[src/hdl/mcsn_pkg.sv]
// Package for the min/max calibrated sensor normaliser.
// Field widths, request and status codes, register indexes, entry types.
// No dependencies.
`default_nettype none

package mcsn_pkg;

    localparam int DATA_W    = 12;
    localparam int SPAN_W    = DATA_W + 1;
    localparam int FS_W      = 15;
    localparam int PROD_W    = DATA_W + FS_W;
    localparam int CH_W      = 4;
    localparam int REQ_W     = 2;
    localparam int ST_W      = 2;
    localparam int IN_DATA_W = 16;
    localparam int OUT_DATA_W = 16;
    localparam int CFG_IDX_W = 1;
    localparam int CFG_DATA_W = FS_W;
    localparam int DIV_STEPS = FS_W;
    localparam int DIV_CNT_W = 4;

    localparam logic [REQ_W-1:0] REQ_START   = 2'd0;
    localparam logic [REQ_W-1:0] REQ_SAMPLE  = 2'd1;
    localparam logic [REQ_W-1:0] REQ_END     = 2'd2;
    localparam logic [REQ_W-1:0] REQ_MEASURE = 2'd3;

    localparam logic [ST_W-1:0] ST_OK          = 2'd0;
    localparam logic [ST_W-1:0] ST_UNCAL       = 2'd1;
    localparam logic [ST_W-1:0] ST_NOT_MEASURE = 2'd2;

    localparam logic [CFG_IDX_W-1:0] REG_FULL_SCALE = 1'b0;
    localparam logic [CFG_IDX_W-1:0] REG_MIN_SEED   = 1'b1;

    localparam logic [FS_W-1:0]   FULL_SCALE_RST = 15'd1000;
    localparam logic [DATA_W-1:0] MIN_SEED_RST   = 12'd1500;

    typedef struct packed {
        logic [DATA_W-1:0] max_v;
        logic [DATA_W-1:0] min_v;
    } trk_entry_t;

    typedef struct packed {
        logic [DATA_W-1:0] offset;
        logic [SPAN_W-1:0] span;
    } cal_entry_t;

endpackage

`default_nettype wire

[src/hdl/minmax_calibrated_sensor_normalizer.sv]
// Top level of the min/max calibrated sensor normaliser.
// Depends on mcsn_pkg; checked by mcsn_checker (bound separately).
//
//  channel   dir  handshake                  payload
//  s_axis    in   s_axis_tvalid/tready       tuser: req_type; tdata: channel, sample
//  m_axis    out  m_axis_tvalid/tready       tuser: status; tdata: norm_value
//  cfg       in   cfg_valid/cfg_ready        cfg_index, cfg_data
//
// A measure reads the tables, clamps, multiplies, runs 15 divide steps and hands over;
// start and end walk every channel of the one-port tables; a bad channel skips to hand-over
// after accept, and a non-positive span skips to it after the check.
// s_axis_tready is high only between items, from the cycle the result appears;
// a waiting result holds the block in its hand-over state until m_axis takes it.
// Reset clears the table valid bits, so every table entry reads as zero until written.
`default_nettype none

module minmax_calibrated_sensor_normalizer #(
    parameter int NUM_CHANNELS = 12,
    parameter int SAMPLE_BITS  = 12
) (
    input  wire logic                                clk,
    input  wire logic                                rst_n,
    input  wire logic                                s_axis_tvalid,
    output logic                                     s_axis_tready,
    input  wire logic [mcsn_pkg::IN_DATA_W-1:0]      s_axis_tdata,   // channel, sample
    input  wire logic [mcsn_pkg::REQ_W-1:0]          s_axis_tuser,   // req_type
    output logic                                     m_axis_tvalid,
    input  wire logic                                m_axis_tready,
    output logic [mcsn_pkg::OUT_DATA_W-1:0]          m_axis_tdata,   // norm_value, pad
    output logic [mcsn_pkg::ST_W-1:0]                m_axis_tuser,   // status
    input  wire logic                                cfg_valid,
    output logic                                     cfg_ready,
    input  wire logic [mcsn_pkg::CFG_IDX_W-1:0]      cfg_index,
    input  wire logic [mcsn_pkg::CFG_DATA_W-1:0]     cfg_data
);
    import mcsn_pkg::*;

    localparam int CH_IDX_W = (NUM_CHANNELS > 1) ? $clog2(NUM_CHANNELS) : 1;
    localparam int CH_CMP_W = 7;
    localparam logic [DATA_W-1:0] SMP_MASK = (SAMPLE_BITS >= DATA_W) ? {DATA_W{1'b1}} :
                                             DATA_W'((1 << SAMPLE_BITS) - 1);
    localparam logic [CH_IDX_W-1:0] LAST_CH = CH_IDX_W'(NUM_CHANNELS - 1);

    localparam logic [3:0] S_IDLE     = 4'd0;
    localparam logic [3:0] S_CLR      = 4'd1;
    localparam logic [3:0] S_SMP_RD   = 4'd2;
    localparam logic [3:0] S_SMP_WR   = 4'd3;
    localparam logic [3:0] S_END_RD   = 4'd4;
    localparam logic [3:0] S_END_WR   = 4'd5;
    localparam logic [3:0] S_MEAS_RD  = 4'd6;
    localparam logic [3:0] S_MEAS_CHK = 4'd7;
    localparam logic [3:0] S_MUL      = 4'd8;
    localparam logic [3:0] S_DIV      = 4'd9;
    localparam logic [3:0] S_DONE     = 4'd10;

    logic [3:0]               state_reg, state_next;
    logic [CH_IDX_W-1:0]      cnt_reg, cnt_next;
    logic [DIV_CNT_W-1:0]     div_cnt_reg, div_cnt_next;
    logic [FS_W-1:0]          full_scale_reg;
    logic [DATA_W-1:0]        min_seed_reg;
    logic                     out_vld_reg, out_vld_next;
    logic [FS_W-1:0]          out_val_reg, out_val_next;
    logic [ST_W-1:0]          out_st_reg, out_st_next;
    logic [FS_W-1:0]          res_val_reg, res_val_next;
    logic [ST_W-1:0]          res_st_reg, res_st_next;
    logic [CH_IDX_W-1:0]      ch_reg, ch_next;
    logic [DATA_W-1:0]        x_reg, x_next;
    logic [DATA_W-1:0]        diff_reg, diff_next;
    logic [DATA_W-1:0]        den_reg, den_next;
    logic [DATA_W-1:0]        rem_reg, rem_next;
    logic [FS_W-1:0]          qsh_reg, qsh_next;
    logic [NUM_CHANNELS-1:0]  trk_vld_reg, cal_vld_reg;

    trk_entry_t               trk_mem [NUM_CHANNELS];
    cal_entry_t               cal_mem [NUM_CHANNELS];
    trk_entry_t               trk_rd_reg, trk_rd, trk_wdata;
    cal_entry_t               cal_rd_reg, cal_rd, cal_wdata;
    logic                     trk_rv_reg, cal_rv_reg;
    logic                     trk_we, cal_we;
    logic [CH_IDX_W-1:0]      rd_addr, wr_addr;

    logic                     in_acc;
    logic [REQ_W-1:0]         in_req;
    logic [CH_CMP_W-1:0]      in_ch_wide;
    logic                     in_ch_ok;
    logic [DATA_W-1:0]        lo, hi, xc;
    logic [PROD_W-1:0]        prod;
    logic [DATA_W+1:0]        trial;

    assign s_axis_tready = (state_reg == S_IDLE);
    assign cfg_ready     = 1'b1;
    assign in_acc        = s_axis_tvalid && s_axis_tready;
    assign in_req        = s_axis_tuser;
    assign in_ch_wide    = {{(CH_CMP_W - CH_W){1'b0}}, s_axis_tdata[CH_W-1:0]};
    assign in_ch_ok      = in_ch_wide < CH_CMP_W'(NUM_CHANNELS);

    assign m_axis_tvalid = out_vld_reg;
    assign m_axis_tdata  = {{(OUT_DATA_W - FS_W){1'b0}}, out_val_reg};
    assign m_axis_tuser  = out_st_reg;

    assign trk_rd  = trk_rv_reg ? trk_rd_reg : '0;
    assign cal_rd  = cal_rv_reg ? cal_rd_reg : '0;
    assign rd_addr = (state_reg == S_END_RD) ? cnt_reg : ch_reg;
    assign wr_addr = (state_reg == S_SMP_WR) ? ch_reg : cnt_reg;
    assign trk_we  = (state_reg == S_CLR) || (state_reg == S_SMP_WR);
    assign cal_we  = (state_reg == S_END_WR);

    always_comb
    begin
        trk_wdata.max_v = '0;
        trk_wdata.min_v = min_seed_reg;
        if (state_reg == S_SMP_WR)
        begin
            trk_wdata.max_v = (x_reg > trk_rd.max_v) ? x_reg : trk_rd.max_v;
            trk_wdata.min_v = (x_reg < trk_rd.min_v) ? x_reg : trk_rd.min_v;
        end
        cal_wdata.offset = trk_rd.min_v;
        cal_wdata.span   = {1'b0, trk_rd.max_v} - {1'b0, trk_rd.min_v};
    end

    // clamp of the sample to the latched bounds
    assign lo    = cal_rd.offset;
    assign hi    = lo + cal_rd.span[DATA_W-1:0];
    always_comb
    begin
        xc = (x_reg >= hi) ? hi : x_reg;
        xc = (xc <= lo) ? lo : xc;
    end

    assign prod  = {{FS_W{1'b0}}, diff_reg} * {{DATA_W{1'b0}}, full_scale_reg};
    assign trial = {1'b0, rem_reg, qsh_reg[FS_W-1]} - {2'b00, den_reg};

    always_comb
    begin
        state_next   = state_reg;
        cnt_next     = cnt_reg;
        div_cnt_next = div_cnt_reg;
        out_vld_next = out_vld_reg && !m_axis_tready;
        out_val_next = out_val_reg;
        out_st_next  = out_st_reg;
        res_val_next = res_val_reg;
        res_st_next  = res_st_reg;
        ch_next      = ch_reg;
        x_next       = x_reg;
        diff_next    = diff_reg;
        den_next     = den_reg;
        rem_next     = rem_reg;
        qsh_next     = qsh_reg;
        case (state_reg)
            S_IDLE:
            begin
                if (in_acc)
                begin
                    ch_next      = in_ch_wide[CH_IDX_W-1:0];
                    x_next       = s_axis_tdata[CH_W +: DATA_W] & SMP_MASK;
                    res_val_next = '0;
                    res_st_next  = ST_NOT_MEASURE;
                    cnt_next     = '0;
                    case (in_req)
                        REQ_START:  state_next = S_CLR;
                        REQ_SAMPLE: state_next = in_ch_ok ? S_SMP_RD : S_DONE;
                        REQ_END:    state_next = S_END_RD;
                        REQ_MEASURE:
                        begin
                            res_st_next = ST_UNCAL;
                            state_next  = in_ch_ok ? S_MEAS_RD : S_DONE;
                        end
                        default:    state_next = S_DONE;
                    endcase
                end
            end
            S_CLR:
            begin
                cnt_next = cnt_reg + 1'b1;
                if (cnt_reg == LAST_CH)
                    state_next = S_DONE;
            end
            S_SMP_RD:  state_next = S_SMP_WR;
            S_SMP_WR:  state_next = S_DONE;
            S_END_RD:  state_next = S_END_WR;
            S_END_WR:
            begin
                cnt_next   = cnt_reg + 1'b1;
                state_next = (cnt_reg == LAST_CH) ? S_DONE : S_END_RD;
            end
            S_MEAS_RD: state_next = S_MEAS_CHK;
            S_MEAS_CHK:
            begin
                if (cal_rd.span[SPAN_W-1] || (cal_rd.span == '0))
                    state_next = S_DONE;
                else
                begin
                    res_st_next = ST_OK;
                    diff_next   = xc - lo;
                    den_next    = cal_rd.span[DATA_W-1:0];
                    state_next  = S_MUL;
                end
            end
            S_MUL:
            begin
                // quotient is below 2^FS_W, so the upper product bits start below the divisor
                rem_next     = prod[PROD_W-1:FS_W];
                qsh_next     = prod[FS_W-1:0];
                div_cnt_next = '0;
                state_next   = S_DIV;
            end
            S_DIV:
            begin
                if (trial[DATA_W+1])
                begin
                    rem_next = {rem_reg[DATA_W-2:0], qsh_reg[FS_W-1]};
                    qsh_next = {qsh_reg[FS_W-2:0], 1'b0};
                end
                else
                begin
                    rem_next = trial[DATA_W-1:0];
                    qsh_next = {qsh_reg[FS_W-2:0], 1'b1};
                end
                div_cnt_next = div_cnt_reg + 1'b1;
                if (div_cnt_reg == DIV_CNT_W'(DIV_STEPS - 1))
                begin
                    res_val_next = qsh_next;
                    state_next   = S_DONE;
                end
            end
            S_DONE:
            begin
                if (!out_vld_reg || m_axis_tready)
                begin
                    out_vld_next = 1'b1;
                    out_val_next = res_val_reg;
                    out_st_next  = res_st_reg;
                    state_next   = S_IDLE;
                end
            end
            default:   state_next = S_IDLE;
        endcase
    end

    always_ff @(posedge clk or negedge rst_n)
    begin
        if (!rst_n)
        begin
            state_reg      <= S_IDLE;
            cnt_reg        <= '0;
            div_cnt_reg    <= '0;
            out_vld_reg    <= 1'b0;
            full_scale_reg <= FULL_SCALE_RST;
            min_seed_reg   <= MIN_SEED_RST;
            trk_vld_reg    <= '0;
            cal_vld_reg    <= '0;
        end
        else
        begin
            state_reg   <= state_next;
            cnt_reg     <= cnt_next;
            div_cnt_reg <= div_cnt_next;
            out_vld_reg <= out_vld_next;
            if (cfg_valid && cfg_ready)
            begin
                if (cfg_index == REG_FULL_SCALE)
                    full_scale_reg <= cfg_data;
                if (cfg_index == REG_MIN_SEED)
                    min_seed_reg <= cfg_data[DATA_W-1:0];
            end
            if (trk_we)
                trk_vld_reg[wr_addr] <= 1'b1;
            if (cal_we)
                cal_vld_reg[wr_addr] <= 1'b1;
        end
    end

    always_ff @(posedge clk)
    begin
        out_val_reg <= out_val_next;
        out_st_reg  <= out_st_next;
        res_val_reg <= res_val_next;
        res_st_reg  <= res_st_next;
        ch_reg      <= ch_next;
        x_reg       <= x_next;
        diff_reg    <= diff_next;
        den_reg     <= den_next;
        rem_reg     <= rem_next;
        qsh_reg     <= qsh_next;
    end

    // channel tables: one write, one registered read per cycle
    always_ff @(posedge clk)
    begin
        trk_rd_reg <= trk_mem[rd_addr];
        trk_rv_reg <= trk_vld_reg[rd_addr];
        cal_rd_reg <= cal_mem[rd_addr];
        cal_rv_reg <= cal_vld_reg[rd_addr];
        if (trk_we)
            trk_mem[wr_addr] <= trk_wdata;
        if (cal_we)
            cal_mem[wr_addr] <= cal_wdata;
    end

endmodule

`default_nettype wire

[config.mk]
export PLATFORM = sky130hd
export DESIGN_NAME = minmax_calibrated_sensor_normalizer
export DESIGN_NICKNAME = d
export VERILOG_FILES = /design/src/hdl/mcsn_pkg.sv /design/src/hdl/minmax_calibrated_sensor_normalizer.sv
export SDC_FILE = /design/constraint.sdc
export NUM_CORES = 2
export LEC_CHECK = 0
export ABC_AREA = 1
export BUFFER_PORTS_ARGS = -buffer_cell sky130_fd_sc_hd__buf_2
export CAP_MARGIN = 20
export CORE_MARGIN = 2
export CORE_UTILIZATION = 40
export DETAILED_ROUTE_END_ITERATION = 8
export HOLD_SLACK_MARGIN = 0.06
export REMOVE_ABC_BUFFERS = 1
export SYNTH_ARGS = -nofsm -noshare
export SYNTH_HDL_FRONTEND = slang
export SYNTH_SLANG_ARGS = --single-unit
[constraint.sdc]
create_clock -name clk -period 16.1 [get_ports clk]
set_input_delay 4.025 -clock clk [delete_from_list [all_inputs] [get_ports clk]]
set_output_delay 4.025 -clock clk [all_outputs]
set_load 0.05 [all_outputs]
==> impl_metrics.csv <==
group,metric,value,unit
place,place.gp.congestion,0.866,
sta,fmaxAchievable,130,MHz
cts,cts_tree,"done",
logic_synthesis,synthFlopType,"edfxtp_1",
floorplanning,num_rows,115,
logic_synthesis,netlist-cell-type-count,60,
sta,hold_violations,0,
sta,slew_headroom,22.4,%
worst_setup_path,worst_path_most_repeated_cell,"nand2_1",
sta,rsz0062_at_grt,"false",
finish,num-fill-cells,9203,
logic_synthesis,syn_avg_cell_area,10.7,um^2
worst_setup_path,slowest_stage,"dfxtp_1",
routing,ant_nets,0,
finish,layout_common_cells,"edfxtp_1 (689), nand2_1 (649), o21ai_0 (417), inv_1 (386), nor2_1 (354)",
run_status,status,"complete, no violations",
logic_synthesis,synthCells,3733,
routing,dr.pass1.iters,7,
worst_setup_path,startpoint,"cal_rv_reg",
global_routing,grt-ovfl-total,0,
sta,fin_crit,7.67,ns
place,placedCellCount,4942,
finish,drive_gt1_share,9.60,%
power,ir_drop,0.000170,V
finish,largest_reg_flops,300,
finish,syn2layout_area_growth,11.9,%
finish,fin_nets,4076,
floorplanning,die_x,320,um
place,portBuffers,57,
worst_setup_path,slowest_delay,0.97,ns
cts,ctsResizeCount,0,
logic_synthesis,synth_edf_count,689,
power,power_density,218,nW/um^2
floorplanning,coreArea,98700,um^2
logic_synthesis,synth_warnings,0,
logic_synthesis,syn_area,40000,um^2
cts,cts_sinks,804,
power,leakage,17.9,nW
sta,period_share,47.6,%
run,drv_cap,0,
finish,instances_no_fill,5110,
worst_setup_path,critical_path_peak_fanout,25,
worst_setup_path,end_kind,"flop",
global_routing,grt_pass1_wl,159000,um
routing,route.detailed.drc,0,
global_routing,track_usage,20.4,%
cts,cts_setup_buffers,0,
finish,seqCellArea,23300,um^2
place,dpl.hpwl,63900,um
routing,drt_iter0_markers,2585,
cts,cts_buffers,85,
sta,fin_worst_skew,0.0405,ns
worst_setup_path,cp-start-kind,"flop",
routing,vias_per_cell,5.32,
logic_synthesis,synthArstFlopShare,7.96,%
sta,worst_slew_pin_slew,1.16,ns
worst_setup_path,timing_worst_setup_path_type,"reg2reg",
worst_setup_path,r2r-start,"cal_rv_reg",
global_routing,grt_start_max_net_pins,181,
routing,num_vias,27200,
worst_setup_path,r2r_setup_slack,8.43,ns
logic_synthesis,ys_ff_latch,804,
cts,clk_pin_slew,0.06,ns
sta,setup_viol,0,
floorplanning,ios,60,
finish,multi_input_area,14700,um^2
worst_setup_path,crit_arrival,8.05,ns
worst_setup_path,cp-endpoint,"diff_reg[7]",
global_routing,grt_pass1_vias,26400,
cts,clkLatencyLatePin,0.67,ns
global_routing,antenna_found_initial,1,
sta,maxSlewViolCount,0,
hold_path,hold_class,"reg2reg",
logic_synthesis,yosysSeqAreaShare,58.4,%
floorplanning,start_util,40.5,%
finish,final_common_cell,"edfxtp_1",
routing,finalWirelength,105000,um
floorplanning,die_h,320,um
worst_setup_path,r2r_cells,38,
power,fin_total_pwr,0.00975,W
sta,holdWs,0.419,ns
floorplanning,die_area,102000,um^2
worst_setup_path,worstPathRequired,16.49,ns
cts,root_buffer,"clkbuf_16",
cts,cts.path.max_buffers,3,
worst_setup_path,r2r-end,"diff_reg[7]",
routing,wl_per_cell,20.5,um
cts,ctsHoldBuffers,0,
cts,cts-htree-levels,3,
## worst max-delay path: cells and delay by family, from the launching register on
kind	cells	cell delay, ns
xor gates and xnor gates	1	0.22
adders and majority gates	4	1.20
AOI/OAI and AO/OA	7	1.50
DFF	1	0.97
buffers and inverters	4	0.66
and+or+nand+nor	22	2.82
## synth_stat cells, types with 89 or more instances
cell type	number	area, um^2
o22ai_1	89	557
inv_1	388	1460
nand3_1	172	861
edfxtp_1	689	20700
a21oi_1	120	601
nand2_1	649	2440
nor2_1	381	1430
clkbuf_1	146	548
o21ai_0	418	2090
ha_1	157	1960
fa_1	132	2640
## through the flow
step / instance area, um^2 / util [%] / setup TNS [ns] / worst slack (ns)
floorplan: 39200 / - / -314.02 / -6.20
global placement: 41700 / 42.2 / 0 / 8.69
detailed placement: 41800 / 42.3 / 0 / 8.53
CTS: 44600 / 45.2 / 0 / 8.48
global route: 44700 / 45.3 / 0 / 7.75
finish: 44700 / 45.3 / 0 / 8.43
## layout make-up
| class | count | area share [%] |
|---|---|---|
| Timing Repair Buffer | 106 | 1.78 |
| Clock inverter | 38 | 0.909 |
| Antenna cell | 2 | 0.0112 |
| Inverter | 398 | 3.37 |
| Clock buffer | 122 | 5.38 |
| Sequential cell | 804 | 52.2 |
| Multi-Input combinational cell | 2353 | 32.8 |
| Tap cell | 1287 | 3.60 |
## how the worst min path moves through the flow
stage | start | end | slack, ns | cells past startpoint
2_1_floorplan | res_st_reg[0] | m_axis_tuser[0] | 0.40 | 0
3_3_place_gp | res_val_reg[10] | out_val_reg[10] | 0.40 | 0
3_5_place_dp | res_val_reg[4] | out_val_reg[4] | 0.41 | 0
4_1_cts | res_val_reg[3] | out_val_reg[3] | 0.42 | 0
5_1_grt | res_val_reg[14] | out_val_reg[14] | 0.43 | 0
6_report | res_val_reg[10] | out_val_reg[10] | 0.42 | 0
## cells by family (layout without fill, tap and decap cells)
| logic type | after synthesis | after routing | synth area share [%] |
|---|---|---|---|
| DFF | 804 | 804 | 58.4 |
| muxes | 3 | 3 | 0.0845 |
| buffers and inverters | 576 | 664 | 5.54 |
| adders and majority gates | 289 | 289 | 11.5 |
| AOI/OAI and AO/OA | 718 | 718 | 9.94 |
| and+or+nand+nor | 1296 | 1296 | 13.5 |
| other | 2 | 4 | 0.0188 |
| xor gates and xnor gates | 45 | 45 | 1.05 |
## metal layers
| metal | vias up | track usage (%) | share of wire [%] |
|---|---|---|---|
| met2 | 878 | 33.2 | 47 |
| li1 | 12800 | - | - |
| met3 | 143 | 3.90 | 7.8 |
| met4 | 0 | 5.85 | 2.5 |
| met1 | 13400 | 27.8 | 43 |
| met5 | - | 0 | 0 |
## report_power, final
part           leakage (nW)  switching (W)  internal (W)
Combinational          8.99        0.00311       0.00153
Sequential             7.54       0.000170       0.00298
Clock                  1.37       0.000836       0.00112
Total                  17.9        0.00412       0.00563
Power figures use the tool's default switching activity.
